==> config.mk <==
export PLATFORM = sky130hd
export DESIGN_NAME = lattice_all_pole_synthesis_filter_flat
export DESIGN_NICKNAME = d
export VERILOG_FILES = /design/src/design/lapsf_pkg.sv /design/src/design/lapsf_ifs.sv /design/src/design/lattice_all_pole_synthesis_filter.sv /design/src/design/lapsf_seq.sv /design/src/design/lapsf_dp.sv /design/src/flat_wrapper.sv
export VERILOG_INCLUDE_DIRS = /design/src /design/src/design
export SDC_FILE = /design/constraint.sdc
export NUM_CORES = 2
export LEC_CHECK = 0
export ABC_AREA = 0
export BUFFER_PORTS_ARGS = -buffer_cell sky130_fd_sc_hd__buf_2
export CORE_MARGIN = 5
export CORE_UTILIZATION = 59
export CTS_BUF_LIST = sky130_fd_sc_hd__clkbuf_8 sky130_fd_sc_hd__clkbuf_16
export CTS_CLUSTER_SIZE = 25
export DETAILED_ROUTE_END_ITERATION = 10
export PLACE_DENSITY_LB_ADDON = 0.12
export SLEW_MARGIN = 20
export SYNTH_ARGS = -nofsm -noshare
export SYNTH_HDL_FRONTEND = slang
export SYNTH_SLANG_ARGS = --single-unit
==> constraint.sdc <==
create_clock -name i_clk -period 18.5 [get_ports i_clk]
set_input_delay 1.85 -clock i_clk [delete_from_list [all_inputs] [get_ports i_clk]]
set_output_delay 1.85 -clock i_clk [all_outputs]
set_load 0.05 [all_outputs]
==> src/design/assert_macros.svh <==
// Assertion macros shared by the lattice filter RTL.
// Included by files that assert; no other dependencies.
`ifndef ASSERT_MACROS_SVH
`define ASSERT_MACROS_SVH
`ifndef SYNTHESIS
// Immediate-consequence property, checked on each rising clock edge.
`define ASSERT_CLK(lbl, clk, rst_n, prop, msg) \
    lbl: assert property (@(posedge clk) disable iff (!rst_n) prop) else $error(msg);
// Next-cycle property: ante at one edge implies cons at the following edge.
`define ASSERT_NEXT(lbl, clk, rst_n, ante, cons, msg) \
    lbl: assert property (@(posedge clk) disable iff (!rst_n) (ante) |=> (cons)) else $error(msg);
`else
`define ASSERT_CLK(lbl, clk, rst_n, prop, msg)
`define ASSERT_NEXT(lbl, clk, rst_n, ante, cons, msg)
`endif
`endif

==> src/design/lapsf_pkg.sv <==
`timescale 1ns / 1ps
// Shared types, constants, microcode table and arithmetic helpers
// for the lattice all-pole synthesis filter. No dependencies.
package lapsf_pkg;

    localparam int SAMPLE_W      = 24;
    localparam int COEFF_W       = 16;
    localparam int INDEX_W       = 4;
    localparam int ORDER_W       = 5;
    localparam int PROD_W        = SAMPLE_W + COEFF_W;
    localparam int FRAC_SHIFT    = 15;
    localparam int ROUND_HALF    = 1 << (FRAC_SHIFT - 1);
    localparam int MAX_ORDER_DEF = 16;
    localparam int ORDER_RESET   = 5;
    localparam int APB_AW        = 3;
    localparam int APB_DW        = 32;
    localparam int PC_W          = 3;

    // Item commands
    localparam logic CMD_FILTER = 1'b0;
    localparam logic CMD_COEFF  = 1'b1;

    // Register index (word address)
    localparam logic [APB_AW-3:0] REG_ORDER = '0;

    // Microcode step addresses
    localparam logic [PC_W-1:0] PC_IDLE = 3'd0;
    localparam logic [PC_W-1:0] PC_READ = 3'd1;
    localparam logic [PC_W-1:0] PC_MULB = 3'd2;
    localparam logic [PC_W-1:0] PC_SUBF = 3'd3;
    localparam logic [PC_W-1:0] PC_MULF = 3'd4;
    localparam logic [PC_W-1:0] PC_UPDB = 3'd5;
    localparam logic [PC_W-1:0] PC_FIN  = 3'd6;

    // Jump conditions
    localparam logic [2:0] JC_NEXT  = 3'd0;
    localparam logic [2:0] JC_START = 3'd1;
    localparam logic [2:0] JC_ORD0  = 3'd2;
    localparam logic [2:0] JC_STNZ  = 3'd3;
    localparam logic [2:0] JC_FREE  = 3'd4;

    // Memory read address select
    localparam logic [1:0] RD_NONE = 2'd0;
    localparam logic [1:0] RD_ST   = 2'd1;
    localparam logic [1:0] RD_STM1 = 2'd2;

    typedef struct packed {
        logic            idle;
        logic            ld;
        logic [1:0]      rd;
        logic            mul_en;
        logic            mul_sel;
        logic            f_sub;
        logic            b_upd;
        logic            st_dec;
        logic            fin;
        logic [2:0]      jc;
        logic [PC_W-1:0] tgt;
    } t_uword;

    typedef struct packed {
        logic       idle;
        logic       ld;
        logic [1:0] rd;
        logic       mul_en;
        logic       mul_sel;
        logic       f_sub;
        logic       b_upd;
        logic       st_dec;
        logic       fin;
        logic       go;
    } t_ctl;

    typedef struct packed {
        logic start;
        logic ord_zero;
        logic st_nz;
        logic out_free;
    } t_cond;

    typedef struct packed {
        logic ord_zero;
        logic st_nz;
    } t_dstat;

    function automatic t_uword ucode(input logic [PC_W-1:0] pc);
        t_uword w;
        w = '0;
        case (pc)
            PC_IDLE: begin
                w.idle = 1'b1;
                w.ld   = 1'b1;
                w.jc   = JC_START;
                w.tgt  = PC_READ;
            end
            PC_READ: begin
                w.rd  = RD_ST;
                w.jc  = JC_ORD0;
                w.tgt = PC_FIN;
            end
            PC_MULB: begin
                w.mul_en = 1'b1;
                w.jc     = JC_NEXT;
            end
            PC_SUBF: begin
                w.f_sub = 1'b1;
                w.jc    = JC_NEXT;
            end
            PC_MULF: begin
                w.mul_en  = 1'b1;
                w.mul_sel = 1'b1;
                w.jc      = JC_NEXT;
            end
            PC_UPDB: begin
                w.b_upd  = 1'b1;
                w.st_dec = 1'b1;
                w.rd     = RD_STM1;
                w.jc     = JC_STNZ;
                w.tgt    = PC_MULB;
            end
            PC_FIN: begin
                w.fin = 1'b1;
                w.jc  = JC_FREE;
                w.tgt = PC_IDLE;
            end
            default: begin
                w.jc  = JC_NEXT;
            end
        endcase
        return w;
    endfunction

    // Clamp a two-bit-grown sum to the sample range.
    function automatic logic signed [SAMPLE_W-1:0] sat_sample(
        input logic signed [SAMPLE_W+1:0] x
    );
        logic signed [SAMPLE_W-1:0] y;
        if (x[SAMPLE_W+1:SAMPLE_W-1] == 3'b000 || x[SAMPLE_W+1:SAMPLE_W-1] == 3'b111) begin
            y = x[SAMPLE_W-1:0];
        end else if (x[SAMPLE_W+1]) begin
            y = {1'b1, {(SAMPLE_W-1){1'b0}}};
        end else begin
            y = {1'b0, {(SAMPLE_W-1){1'b1}}};
        end
        return y;
    endfunction

    // Round a Q2.38 product to Q2.23, half up.
    function automatic logic signed [SAMPLE_W:0] round_prod(
        input logic signed [PROD_W-1:0] p
    );
        logic signed [PROD_W-1:0] t;
        t = p + PROD_W'(ROUND_HALF);
        return t[PROD_W-1:FRAC_SHIFT];
    endfunction

endpackage

==> src/design/lapsf_ifs.sv <==
`timescale 1ns / 1ps
// Valid/ready channel interfaces for filter items and results.
// Depends on lapsf_pkg for field widths.
interface lapsf_in_if;
    logic                                  valid;
    logic                                  ready;
    logic                                  command;
    logic signed [lapsf_pkg::SAMPLE_W-1:0] sample_in;
    logic                                  restart;
    logic        [lapsf_pkg::INDEX_W-1:0]  coeff_index;
    logic signed [lapsf_pkg::COEFF_W-1:0]  coeff_value;

    modport source (output valid, command, sample_in, restart, coeff_index, coeff_value,
                    input ready);
    modport sink   (input valid, command, sample_in, restart, coeff_index, coeff_value,
                    output ready);
endinterface

interface lapsf_out_if;
    logic                                  valid;
    logic                                  ready;
    logic signed [lapsf_pkg::SAMPLE_W-1:0] sample_out;

    modport source (output valid, sample_out, input ready);
    modport sink   (input valid, sample_out, output ready);
endinterface

==> src/design/lattice_all_pole_synthesis_filter.sv <==
`timescale 1ns / 1ps
// Top level of the lattice all-pole synthesis filter: channels, APB
// register, output register. Depends on lapsf_pkg, lapsf_ifs, lapsf_seq, lapsf_dp, assert_macros.svh.
//
// Usage:
//   i_in carries items. command = filter: sample_in is run through the
//   lattice from stage order-1 down to 0 and one sample_out item results;
//   restart = 1 clears the backward memory first. command = coefficient:
//   coeff_value is stored at stage coeff_index, no result.
//   o_out carries results from an output register.
//   APB register 0 (byte 0) holds filter_order, reset 5, clamped to
//   MAX_ORDER when used.
// Sequence:
//   A filter item runs each stage on one shared multiplier through the steps
//   multiply, subtract, multiply and update, after a read step and before a
//   finish step that loads the output register; no new item is taken until
//   the sequencer is back in its idle step.
//   Coefficient items are written without leaving the idle step.
// Reset returns the step counter to idle and the order register to 5, and
// clears the output valid and the memory valid bits, so all coefficients and
// backward values read zero. No item is taken while reset is held.
// When the receiver stalls, the finish step holds until the output
// register frees; a new item can be taken while a result waits.
`include "assert_macros.svh"

module lattice_all_pole_synthesis_filter #(
    parameter int MAX_ORDER = lapsf_pkg::MAX_ORDER_DEF
) (
    input  logic                          i_clk,
    input  logic                          i_rst_n,
    lapsf_in_if.sink                      i_in,
    lapsf_out_if.source                   o_out,
    input  logic                          psel,
    input  logic                          penable,
    input  logic                          pwrite,
    input  logic [lapsf_pkg::APB_AW-1:0]  paddr,
    input  logic [lapsf_pkg::APB_DW-1:0]  pwdata,
    output logic [lapsf_pkg::APB_DW-1:0]  prdata,
    output logic                          pready
);

    logic [lapsf_pkg::ORDER_W-1:0]         r_order;
    logic                                  r_out_valid;
    logic signed [lapsf_pkg::SAMPLE_W-1:0] r_out_data;

    lapsf_pkg::t_ctl                       ctl;
    lapsf_pkg::t_cond                      cond;
    lapsf_pkg::t_dstat                     dstat;
    logic signed [lapsf_pkg::SAMPLE_W-1:0] f_val;

    logic sample_acc;
    logic coef_acc;
    logic out_free;
    logic fin_go;
    logic reg_sel;

    // Items are taken only while the sequencer sits in its idle step.
    assign i_in.ready = ctl.idle && i_rst_n;
    assign sample_acc = i_in.valid && i_in.ready && (i_in.command == lapsf_pkg::CMD_FILTER);
    assign coef_acc   = i_in.valid && i_in.ready && (i_in.command == lapsf_pkg::CMD_COEFF);

    // The output slot is free when empty or being drained this cycle.
    assign out_free = !r_out_valid || o_out.ready;
    assign fin_go   = ctl.fin && ctl.go;

    assign cond = '{start: i_in.valid && (i_in.command == lapsf_pkg::CMD_FILTER),
                    ord_zero: dstat.ord_zero, st_nz: dstat.st_nz, out_free: out_free};

    lapsf_seq u_seq (
        .i_clk   (i_clk),
        .i_rst_n (i_rst_n),
        .i_cond  (cond),
        .o_ctl   (ctl)
    );

    lapsf_dp #(
        .MAX_ORDER (MAX_ORDER)
    ) u_dp (
        .i_clk      (i_clk),
        .i_rst_n    (i_rst_n),
        .i_ctl      (ctl),
        .i_order    (r_order),
        .i_sample   (i_in.sample_in),
        .i_restart  (i_in.restart),
        .i_coef_we  (coef_acc),
        .i_coef_idx (i_in.coeff_index),
        .i_coef_val (i_in.coeff_value),
        .o_stat     (dstat),
        .o_f        (f_val)
    );

    // APB register file: a single order register at word 0.
    assign reg_sel = (paddr[lapsf_pkg::APB_AW-1:2] == lapsf_pkg::REG_ORDER);
    assign pready  = 1'b1;
    assign prdata  = reg_sel ? lapsf_pkg::APB_DW'(r_order) : '0;

    always_ff @(posedge i_clk) begin
        if (!i_rst_n) begin
            r_order <= lapsf_pkg::ORDER_W'(lapsf_pkg::ORDER_RESET);
        end else if (psel && penable && pwrite && pready && reg_sel) begin
            r_order <= pwdata[lapsf_pkg::ORDER_W-1:0];
        end
    end

    // Output register: load at the finish step, drop when taken.
    always_ff @(posedge i_clk) begin
        if (!i_rst_n) begin
            r_out_valid <= 1'b0;
        end else if (fin_go) begin
            r_out_valid <= 1'b1;
        end else if (o_out.ready) begin
            r_out_valid <= 1'b0;
        end
    end

    always_ff @(posedge i_clk) begin
        if (fin_go) begin
            r_out_data <= f_val;
        end
    end

    assign o_out.valid      = r_out_valid;
    assign o_out.sample_out = r_out_data;

    `ASSERT_NEXT(a_busy_after_sample, i_clk, i_rst_n, sample_acc, !i_in.ready, "sample item did not start the sequencer")
    `ASSERT_NEXT(a_idle_after_coef, i_clk, i_rst_n, coef_acc, i_in.ready, "coefficient item left the idle step")
    `ASSERT_CLK(a_out_from_fin, i_clk, i_rst_n, $rose(r_out_valid) |-> $past(fin_go), "result raised outside the finish step")

endmodule

==> src/design/lapsf_seq.sv <==
`timescale 1ns / 1ps
// Microcode sequencer: step counter, control ROM and jump logic.
// Depends on lapsf_pkg for the control word and step codes.
module lapsf_seq (
    input  logic             i_clk,
    input  logic             i_rst_n,
    input  lapsf_pkg::t_cond i_cond,
    output lapsf_pkg::t_ctl  o_ctl
);

    logic [lapsf_pkg::PC_W-1:0] r_pc;
    logic [lapsf_pkg::PC_W-1:0] n_pc;
    lapsf_pkg::t_uword          uw;
    logic                       go;

    assign uw = lapsf_pkg::ucode(r_pc);

    always_comb begin
        go   = 1'b0;
        n_pc = r_pc;
        case (uw.jc)
            lapsf_pkg::JC_NEXT: begin
                go   = 1'b1;
                n_pc = r_pc + 3'd1;
            end
            lapsf_pkg::JC_START: begin
                go   = i_cond.start;
                n_pc = go ? uw.tgt : r_pc;
            end
            lapsf_pkg::JC_ORD0: begin
                go   = i_cond.ord_zero;
                n_pc = go ? uw.tgt : r_pc + 3'd1;
            end
            lapsf_pkg::JC_STNZ: begin
                go   = i_cond.st_nz;
                n_pc = go ? uw.tgt : r_pc + 3'd1;
            end
            lapsf_pkg::JC_FREE: begin
                go   = i_cond.out_free;
                n_pc = go ? uw.tgt : r_pc;
            end
            default: begin
                go   = 1'b0;
                n_pc = lapsf_pkg::PC_IDLE;
            end
        endcase
    end

    always_ff @(posedge i_clk) begin
        if (!i_rst_n) begin
            r_pc <= lapsf_pkg::PC_IDLE;
        end else begin
            r_pc <= n_pc;
        end
    end

    assign o_ctl = '{idle: uw.idle, ld: uw.ld, rd: uw.rd, mul_en: uw.mul_en,
                     mul_sel: uw.mul_sel, f_sub: uw.f_sub, b_upd: uw.b_upd,
                     st_dec: uw.st_dec, fin: uw.fin, go: go};

endmodule

==> src/design/lapsf_dp.sv <==
`timescale 1ns / 1ps
// Lattice datapath: coefficient and backward memories, multiplier,
// rounding and saturation. Depends on lapsf_pkg; driven by lapsf_seq.
module lapsf_dp #(
    parameter int MAX_ORDER = lapsf_pkg::MAX_ORDER_DEF
) (
    input  logic                                  i_clk,
    input  logic                                  i_rst_n,
    input  lapsf_pkg::t_ctl                       i_ctl,
    input  logic        [lapsf_pkg::ORDER_W-1:0]  i_order,
    input  logic signed [lapsf_pkg::SAMPLE_W-1:0] i_sample,
    input  logic                                  i_restart,
    input  logic                                  i_coef_we,
    input  logic        [lapsf_pkg::INDEX_W-1:0]  i_coef_idx,
    input  logic signed [lapsf_pkg::COEFF_W-1:0]  i_coef_val,
    output lapsf_pkg::t_dstat                     o_stat,
    output logic signed [lapsf_pkg::SAMPLE_W-1:0] o_f
);

    localparam int SW  = lapsf_pkg::SAMPLE_W;
    localparam int IW  = (MAX_ORDER > 1) ? $clog2(MAX_ORDER) : 1;
    localparam int CW  = ($clog2(MAX_ORDER + 1) > lapsf_pkg::ORDER_W) ?
                         $clog2(MAX_ORDER + 1) : lapsf_pkg::ORDER_W;
    localparam int CIW = ((IW > lapsf_pkg::INDEX_W) ? IW : lapsf_pkg::INDEX_W) + 1;

    logic signed [SW-1:0]                   bmem [MAX_ORDER];
    logic signed [lapsf_pkg::COEFF_W-1:0]   kmem [MAX_ORDER];
    logic [MAX_ORDER-1:0]                   r_bvalid;
    logic [MAX_ORDER-1:0]                   r_kvalid;

    logic signed [SW-1:0]                   r_f;
    logic signed [lapsf_pkg::PROD_W-1:0]    r_p;
    logic [IW-1:0]                          r_st;
    logic signed [SW-1:0]                   r_bq;
    logic                                   r_bv;
    logic signed [lapsf_pkg::COEFF_W-1:0]   r_kq;
    logic                                   r_kv;

    logic [CW-1:0]                          ord_ext;
    logic [CW-1:0]                          ord_eff;
    logic [IW:0]                            st_p1;
    logic                                   top_ok;
    logic [IW-1:0]                          rd_addr;
    logic                                   rd_en;
    logic signed [SW-1:0]                   b_eff;
    logic signed [lapsf_pkg::COEFF_W-1:0]   k_eff;
    logic signed [SW-1:0]                   mul_a;
    logic signed [SW:0]                     rnd_p;
    logic                                   ld_go;
    logic                                   b_we;
    logic [IW-1:0]                          b_wa;
    logic signed [SW-1:0]                   b_wd;
    logic                                   k_we;

    assign ord_ext = CW'(i_order);
    assign ord_eff = (ord_ext > CW'(MAX_ORDER)) ? CW'(MAX_ORDER) : ord_ext;
    assign st_p1   = {1'b0, r_st} + (IW+1)'(1);
    assign top_ok  = st_p1 < (IW+1)'(MAX_ORDER);

    assign rd_en   = (i_ctl.rd != lapsf_pkg::RD_NONE);
    assign rd_addr = (i_ctl.rd == lapsf_pkg::RD_STM1) ? r_st - IW'(1) : r_st;

    // Entries never written since reset, or backward entries since restart, read as zero.
    assign b_eff = r_bv ? r_bq : '0;
    assign k_eff = r_kv ? r_kq : '0;
    assign mul_a = i_ctl.mul_sel ? r_f : b_eff;
    assign rnd_p = lapsf_pkg::round_prod(r_p);

    assign ld_go = i_ctl.ld && i_ctl.go;
    assign b_we  = (i_ctl.b_upd && top_ok) || (i_ctl.fin && i_ctl.go);
    assign b_wa  = i_ctl.b_upd ? st_p1[IW-1:0] : '0;
    assign b_wd  = i_ctl.b_upd ?
                   lapsf_pkg::sat_sample({{2{b_eff[SW-1]}}, b_eff} + {rnd_p[SW], rnd_p}) :
                   r_f;
    assign k_we  = i_coef_we && (CIW'(i_coef_idx) < CIW'(MAX_ORDER));

    // Memories: one write and one registered read per cycle.
    always_ff @(posedge i_clk) begin
        if (b_we) begin
            bmem[b_wa] <= b_wd;
        end
        if (k_we) begin
            kmem[IW'(i_coef_idx)] <= i_coef_val;
        end
        if (rd_en) begin
            r_bq <= bmem[rd_addr];
            r_kq <= kmem[rd_addr];
        end
    end

    always_ff @(posedge i_clk) begin
        if (!i_rst_n) begin
            r_bvalid <= '0;
            r_kvalid <= '0;
            r_bv     <= 1'b0;
            r_kv     <= 1'b0;
        end else begin
            if (ld_go && i_restart) begin
                r_bvalid <= '0;
            end else if (b_we) begin
                r_bvalid[b_wa] <= 1'b1;
            end
            if (k_we) begin
                r_kvalid[IW'(i_coef_idx)] <= 1'b1;
            end
            if (rd_en) begin
                r_bv <= r_bvalid[rd_addr];
                r_kv <= r_kvalid[rd_addr];
            end
        end
    end

    // Forward value, product register and stage counter.
    always_ff @(posedge i_clk) begin
        if (ld_go) begin
            r_f  <= i_sample;
            r_st <= IW'(ord_eff - CW'(1));
        end else begin
            if (i_ctl.f_sub) begin
                r_f <= lapsf_pkg::sat_sample({{2{r_f[SW-1]}}, r_f} - {rnd_p[SW], rnd_p});
            end
            if (i_ctl.st_dec) begin
                r_st <= r_st - IW'(1);
            end
        end
        if (i_ctl.mul_en) begin
            r_p <= mul_a * k_eff;
        end
    end

    assign o_stat.ord_zero = (i_order == '0);
    assign o_stat.st_nz    = (r_st != '0);
    assign o_f             = r_f;

endmodule

==> src/flat_wrapper.sv <==
// flat-port wrapper written by rule: the top's interface ports become plain ports
module lattice_all_pole_synthesis_filter_flat 
#(
    parameter int MAX_ORDER = lapsf_pkg::MAX_ORDER_DEF
)
  (i_clk, i_rst_n, psel, penable, pwrite, paddr, pwdata, prdata, pready, i_in_valid, i_in_command, i_in_sample_in, i_in_restart, i_in_coeff_index, i_in_coeff_value, i_in_ready, o_out_valid, o_out_sample_out, o_out_ready);
  lapsf_in_if i_in_i ();
  lapsf_out_if o_out_i ();
  input  logic i_clk;
  input  logic i_rst_n;
  input  logic psel;
  input  logic penable;
  input  logic pwrite;
  input  logic [lapsf_pkg::APB_AW-1:0] paddr;
  input  logic [lapsf_pkg::APB_DW-1:0] pwdata;
  output logic [lapsf_pkg::APB_DW-1:0] prdata;
  output logic pready;
  input wire logic [$bits(i_in_i.valid)-1:0] i_in_valid;
  input wire logic [$bits(i_in_i.command)-1:0] i_in_command;
  input wire logic [$bits(i_in_i.sample_in)-1:0] i_in_sample_in;
  input wire logic [$bits(i_in_i.restart)-1:0] i_in_restart;
  input wire logic [$bits(i_in_i.coeff_index)-1:0] i_in_coeff_index;
  input wire logic [$bits(i_in_i.coeff_value)-1:0] i_in_coeff_value;
  output wire logic [$bits(i_in_i.ready)-1:0] i_in_ready;
  output wire logic [$bits(o_out_i.valid)-1:0] o_out_valid;
  output wire logic [$bits(o_out_i.sample_out)-1:0] o_out_sample_out;
  input wire logic [$bits(o_out_i.ready)-1:0] o_out_ready;
  assign i_in_i.valid = i_in_valid;
  assign i_in_i.command = i_in_command;
  assign i_in_i.sample_in = i_in_sample_in;
  assign i_in_i.restart = i_in_restart;
  assign i_in_i.coeff_index = i_in_coeff_index;
  assign i_in_i.coeff_value = i_in_coeff_value;
  assign i_in_ready = i_in_i.ready;
  assign o_out_valid = o_out_i.valid;
  assign o_out_sample_out = o_out_i.sample_out;
  assign o_out_i.ready = o_out_ready;
  lattice_all_pole_synthesis_filter #(.MAX_ORDER(MAX_ORDER)) u_core (.i_clk(i_clk), .i_rst_n(i_rst_n), .i_in(i_in_i), .o_out(o_out_i), .psel(psel), .penable(penable), .pwrite(pwrite), .paddr(paddr), .pwdata(pwdata), .prdata(prdata), .pready(pready));
endmodule
; After elaboration in Yosys (flattened, before gate mapping)
; Memories as Yosys holds them, arrays and structs flattened. A register that Yosys moved wholly into a read port is not among the register bits.
; Index checks and enable logic that the tools add are counted.
[word_totals]
regBits = 135
mem_bits_rw = 640
inputBits = 88
out_inout_bits = 59
wordCells = 124
memories = 2
[mem_list]
columns = name, words, word_bits, read_ports, rd_clocked_by_memory_dff, wr, line_no
row1 = u_core.u_dp.bmem, 16, 24, 1, 1, 1, lapsf_dp.sv:26  ; logic signed [SW-1:0] bmem [MAX_ORDER];
row2 = u_core.u_dp.kmem, 16, 16, 1, 1, 1, lapsf_dp.sv:27  ; logic signed [lapsf_pkg::COEFF_W-1:0] kmem [MAX_ORDER];
[op_classes]
n_addsub = 7
multipliers = 1
order_cmp = 7
eq_ne = 15
n_mux = 45
bitwise = 5
n_reduce_logical = 31
[ops]
columns = cell, n
row1 = 2-to-1 mux 24 bit, 9
row2 = adder 40 x 16 -> 40 bit (second input constant), 1
row3 = multiplier 24 x 16 -> 40 bit, 1
row4 = OR 16 bit, 2
row5 = adder 24 x 25 -> 26 bit, 1
row6 = subtractor 24 x 25 -> 26 bit, 1
row7 = 2-to-1 mux 4 bit, 5
row8 = equality test 3 bit (second input constant), 6
row9 = 2-to-1 mux 16 bit, 1
row10 = < comparator 4 x 5 -> 1 bit (second input constant), 3
row11 = one-hot mux 3 bit (5 select lines), 1
row12 = 2-to-1 mux 1 bit, 14
row13 = logical AND 1 bit, 13
row14 = equality test 3 x 2 -> 1 bit (second input constant), 4
row15 = logical NOT 3 bit, 4
row16 = 2-to-1 mux 3 bit, 4
row17 = one-hot mux 3 bit (4 select lines), 1
row18 = one-hot mux 3 bit (3 select lines), 1
row19 = binary-select mux 1 bit (select 4 bit), 2
row20 = demux 1 bit (select 4 bit), 2
row21 = greater-or-equal comparator 4 x 1 -> 1 bit (second input constant), 2
row22 = nonzero test 2 bit, 4
row23 = subtractor 4 x 1 -> 4 bit (second input constant), 2
row24 = equality test 3 x 1 -> 1 bit (second input constant), 2
row25 = 18 further kinds, 25

; Logic depth before layout (Yosys ltp)
[logic_depth]
word_depth = 8
ltp_mapped = 31
mapped_depth_nobuf = 29

; Modules after synthesis
; Synthesis repeated with hierarchy kept, for this count alone.
[hier_totals]
cells_unflattened = 3608
hier_area_um2 = 48258.8
[by_module_without_submodules]
columns = mod, instances, cells_per_inst, area_per_inst_um2, seq_area_each_um2
row1 = lapsf_dp, 1, 3456, 46517.1, 22721.8
row2 = lattice_all_pole_synthesis_filter, 1, 90, 1266.2, 840.8
row3 = lapsf_seq, 1, 62, 475.5, 60.1

; Least setup slack after synthesis
; OpenSTA, ideal clock, no wires.
[synth_path]
path_kind = register to register
start = register u_core.u_seq.r_pc[0] in the netlist's numbering
end = register u_core.u_dp.r_p[37] in the netlist's numbering (data pin)
setup_ns = 0.271
arrival_time_ns = 7.157
t_required_ns = 18.229
path_slack_ns = 11.072
stages_incl_launch_ff = 30
path_buffers = 3
period_less_slack_ns = 7.428
cell_sequence = dfxtp_1 -> inv_1 -> ha_1 -> buf_2 -> and2_1 -> clkbuf_1 -> clkbuf_1 -> o21ai_1 -> nand2_1 -> fa_1 -> inv_1 -> fa_1 -> inv_1 -> fa_1 -> inv_1 -> fa_1 -> fa_1 -> inv_1 -> fa_1 -> inv_1 -> ha_1 -> a21o_1 -> a21o_1 -> a21oi_1 -> o21ai_0 -> a221o_1 -> a31oi_1 -> nor4_1 -> a2111oi_0 -> xnor2_1
[synth_via]
elab_chain_len = 4
[synth_lines]
columns = item, line_no
row1 = start: declaration, lapsf_seq.sv:11  ; logic [lapsf_pkg::PC_W-1:0] r_pc;
row2 = start signal: assignment, lapsf_seq.sv:51  ; r_pc <= lapsf_pkg::PC_IDLE;
row3 = start signal: assignment, lapsf_seq.sv:53  ; r_pc <= n_pc;
row4 = equality test 3 bit, lapsf_pkg.sv:89  ; case (pc)
row5 = 2-to-1 mux 1 bit, lapsf_pkg.sv:89
row6 = 2-to-1 mux 24 bit, lapsf_dp.sv:66  ; assign mul_a = i_ctl.mul_sel ? r_f : b_eff;
row7 = multiplier 24 x 16 -> 40 bit, lapsf_dp.sv:127  ; r_p <= mul_a * k_eff;
row8 = end signal: assignment, lapsf_dp.sv:127
row9 = end: declaration, lapsf_dp.sv:32  ; logic signed [lapsf_pkg::PROD_W-1:0] r_p;
; Every way passes these cells.
; A chain may end at the register's enable or synchronous reset.

; Worst setup path in the final report
; Ends and elaborated chain as after synthesis.

==> flow_summary.toml <==
[sta]
finalSetupViolCount = 0
max_slew.worst_pin.slew_ns = 1.15
skew_ns = 0.0359
maxSlewHeadroom = 0.231
fmax_ghz = 0.110
final-hold-violation-count = 0
grt_setup_unrepaired = "no"
period_minus_slack_ns = 9.06
slew_violations = 0
finalCritPeriodShare = 0.490
finalSetupTns_ns = 0

[cts]
cts_tree = "built"
cts.sinks = 801
clk_pin_slew_ns = 0.06
cts-resized-gates = 0
post_cts_buffers = 0
clock-root-buffer = "clkbuf_16"
h-tree-depth = 3
cts-hold-fix-buffers = 0
clockBufferDepth = 3
worst_skew_pair.late_latency_ns = 0.65
numCtsBuffers = 81

[synthesis]
synth_xor_area_frac = 0.0186
synth_simple_gate_area_frac = 0.0735
synth_edf_count = 758
yosysMostFrequentCell = "edfxtp_1"
yosysWarnings = 0
synth_area_leaders = "edfxtp_1 (48%), fa_1 (16%), mux4_2 (9.9%)"
ys_top_cells_by_count = "edfxtp_1 (758), inv_1 (518), fa_1 (375), nand2_1 (343), nor2_1 (319)"
synthAdderAreaFrac = 0.198
synth_top_area_frac = 0.478
ys_ff_latch = 801
syn_inst = 3542
ys_seq_area_frac = 0.496
synth.cell_area_um2 = 47600
synth_compound_area_frac = 0.0538
ys.flop_type = "edfxtp_1"
synth.distinct_cells = 75
synth.avg_cell_area_um2 = 13.4
yosysTopAreaCell = "edfxtp_1"
synthMuxAreaShare = 0.103
synth_top_family_by_area = "adder cells"
async_flop_share = 0

[worst_setup_path]
cp.required_ns = 18.87
reg2reg_slack_ns = 9.44
cp_data_arrival_time_ns = 9.43
critPathLaunchType = "flop"
ff2ff_path_depth = 27
r2r_start = "u_core.u_seq.r_pc[0]"
crit_type = "flop to flop"
setup.worst_path.end = "u_core.u_dp.r_p[37]"
end_kind = "flop"
r2r_end = "u_core.u_dp.r_p[37]"
crit_start = "u_core.u_seq.r_pc[0]"
cp_max_fo = 47

[place]
port_buffers = 89
place.gp.congestion = 0.954
hpwlAfterDp_mm = 86.7

[global_route]
grt_pass1_wl_mm = 191
grt_pass1_vias = 31200
grt_overflow_total = 0
grt_max_degree = 101
grtUsageTotal = 0.296
antenna_found_initial = 2

[routing]
drt-pass1-iter-count = 6
num_vias = 29200
drtIter0Drc = 2613
drt-total-wl_mm = 125
ant_nets = 0
drc = 0
viasPerCell = 6.08
post_drt_wl_per_cell_um = 26.2

[floorplan]
die_w_um = 294
die_h_um = 294
io_pins = 147
rows = 104
die_area_um2 = 86400
core-area_um2 = 80300
initial_utilization = 0.593

[job]
max_cap_viol_count = 0

[hold_path]
holdPathStages = 1
hp-class = "flop to flop"
worstHoldStart = "u_core.u_dp.r_bvalid[5]"

[power]
power.density_nw_per_um2 = 127
leakage_nw = 20.5
ir_worst_vdd_mv = 0.166
p_total_mw = 6.64

[outcome]
status = "finished clean"

[final_layout]
nNetsFinal = 4289
syn_to_final_growth_pct = 10.2
drive_above_1_share = 0.158
[worst min-delay path by stage]
stage | to | slack [ns]
after global routing | u_core.u_dp.r_bvalid[6] | 0.49
after detailed placement | u_core.u_dp.r_bvalid[3] | 0.45
final | u_core.u_dp.r_bvalid[5] | 0.47
after floorplan | u_core.u_dp.r_kvalid[0] | 0.43
after global placement | u_core.u_dp.r_bvalid[4] | 0.44
after CTS | u_core.u_dp.r_bvalid[5] | 0.47
[area by class of cell]
type,instances,area (um^2)
fillers,5777,27800
clock inverters,64,614
flip-flops and latches,801,23600
inverters,520,1950
multi-input cells,2092,21700
repair buffers,175,1140
diodes,1,2.50
well taps,1060,1330
clock buffers,83,2070
[state kept, by name (all words and copies together), names as in the netlist]
| signal | count |
|---|---|
| u_core.u_dp.kmem | 256 |
| u_core.o_out.valid | 1 |
| u_core.u_dp.o_f | 24 |
| u_core.u_dp.r_bq | 24 |
| u_core.u_dp.r_st | 4 |
| u_core.u_dp.r_kvalid | 16 |
| u_core.u_dp.r_kq | 16 |
| u_core.u_dp.bmem | 384 |
| u_core.u_dp.r_p | 26 |
| u_core.u_seq.r_pc | 3 |
| u_core.u_dp.r_bv | 1 |
| u_core.u_dp.r_kv | 1 |
| u_core.r_order | 5 |
| u_core.o_out.sample_out | 24 |
| u_core.u_dp.r_bvalid | 16 |
[stage by stage]
stage / hold WS [ns] / setup WS, ns / cell area [um^2] / utilization / std cells
6_report: 0.468 / 9.44 / 52400 / 0.653 / 4796
3_5_place_dp: 0.453 / 9.57 / 49700 / 0.619 / 4647
4_1_cts: 0.467 / 9.57 / 52400 / 0.652 / 4794
3_3_place_gp: 0.441 / 9.66 / 49600 / 0.618 / 4646
2_1_floorplan: 0.435 / 11.07 / 47700 / - / 3568
5_1_grt: 0.485 / 9.16 / 52400 / 0.653 / 4795
[placed cells by master (no fill, tap or decap), drive strengths merged, types with 18 or more instances in the layout]
| master | instances |
|---|---|
| edfxtp | 758 |
| and2 | 33 |
| nand2 | 343 |
| nor2b | 18 |
| nand3 | 26 |
| dfxtp | 43 |
| a21o | 31 |
| a21boi | 25 |
| nor2 | 320 |
| clkbuf | 83 |
| ha | 155 |
| o22ai | 26 |
| a221o | 22 |
| xor2 | 43 |
| inv | 543 |
| o21ai | 87 |
| buf | 175 |
| fa | 375 |
| xnor2 | 58 |
| a21oi | 74 |
| conb | 28 |
| mux4 | 210 |
| o21a | 28 |
| nand2b | 22 |
| clkinv | 30 |
[critical path: stages, from the launching register on]
cell,delay [ns]
dfxtp_1,0.42
inv_1,0.10
ha_1,0.30
and2_2,0.22
buf_4,0.27
nand2_1,0.19
a21boi_1,0.93
nor2_1,0.15
fa_1,0.56
inv_1,0.05
fa_1,0.46
fa_1,0.51
inv_1,0.06
fa_1,0.46
fa_1,0.53
inv_1,0.06
fa_1,0.47
inv_1,0.04
ha_1,0.31
o21ai_0,0.13
a21oi_1,0.37
a21boi_0,0.24
nand4b_1,0.23
a21oi_2,0.61
a31oi_1,0.33
nor4_1,0.41
a2111oi_0,0.14
xnor2_1,0.16
[per-layer routing]
layer  track usage  routed length [um]  share of wire  up-vias
li1              -                   -              -    12500
met1         0.408               49300           0.39    15000
met2         0.481               60800           0.48     1324
met3        0.0489                9750          0.078      299
met4         0.118                5620          0.045        2
met5             0                   7       0.000056        -
[cells by family after synthesis]
group,after synthesis
xor gates and xnor gates,101
and+or+nand+nor,828
muxes,226
AOI/OAI and AO/OA,379
adders and majority gates,530
DFF,801
buffers and inverters,675
other,2
[power breakdown]
part           internal, mW  leakage [nW]  switching, mW
clock network         0.920          1.37          0.708
registers              2.39          7.19          0.121
logic                  1.02          11.9           1.48
total                  4.34          20.5           2.31
Power figures use the tool's default switching activity.
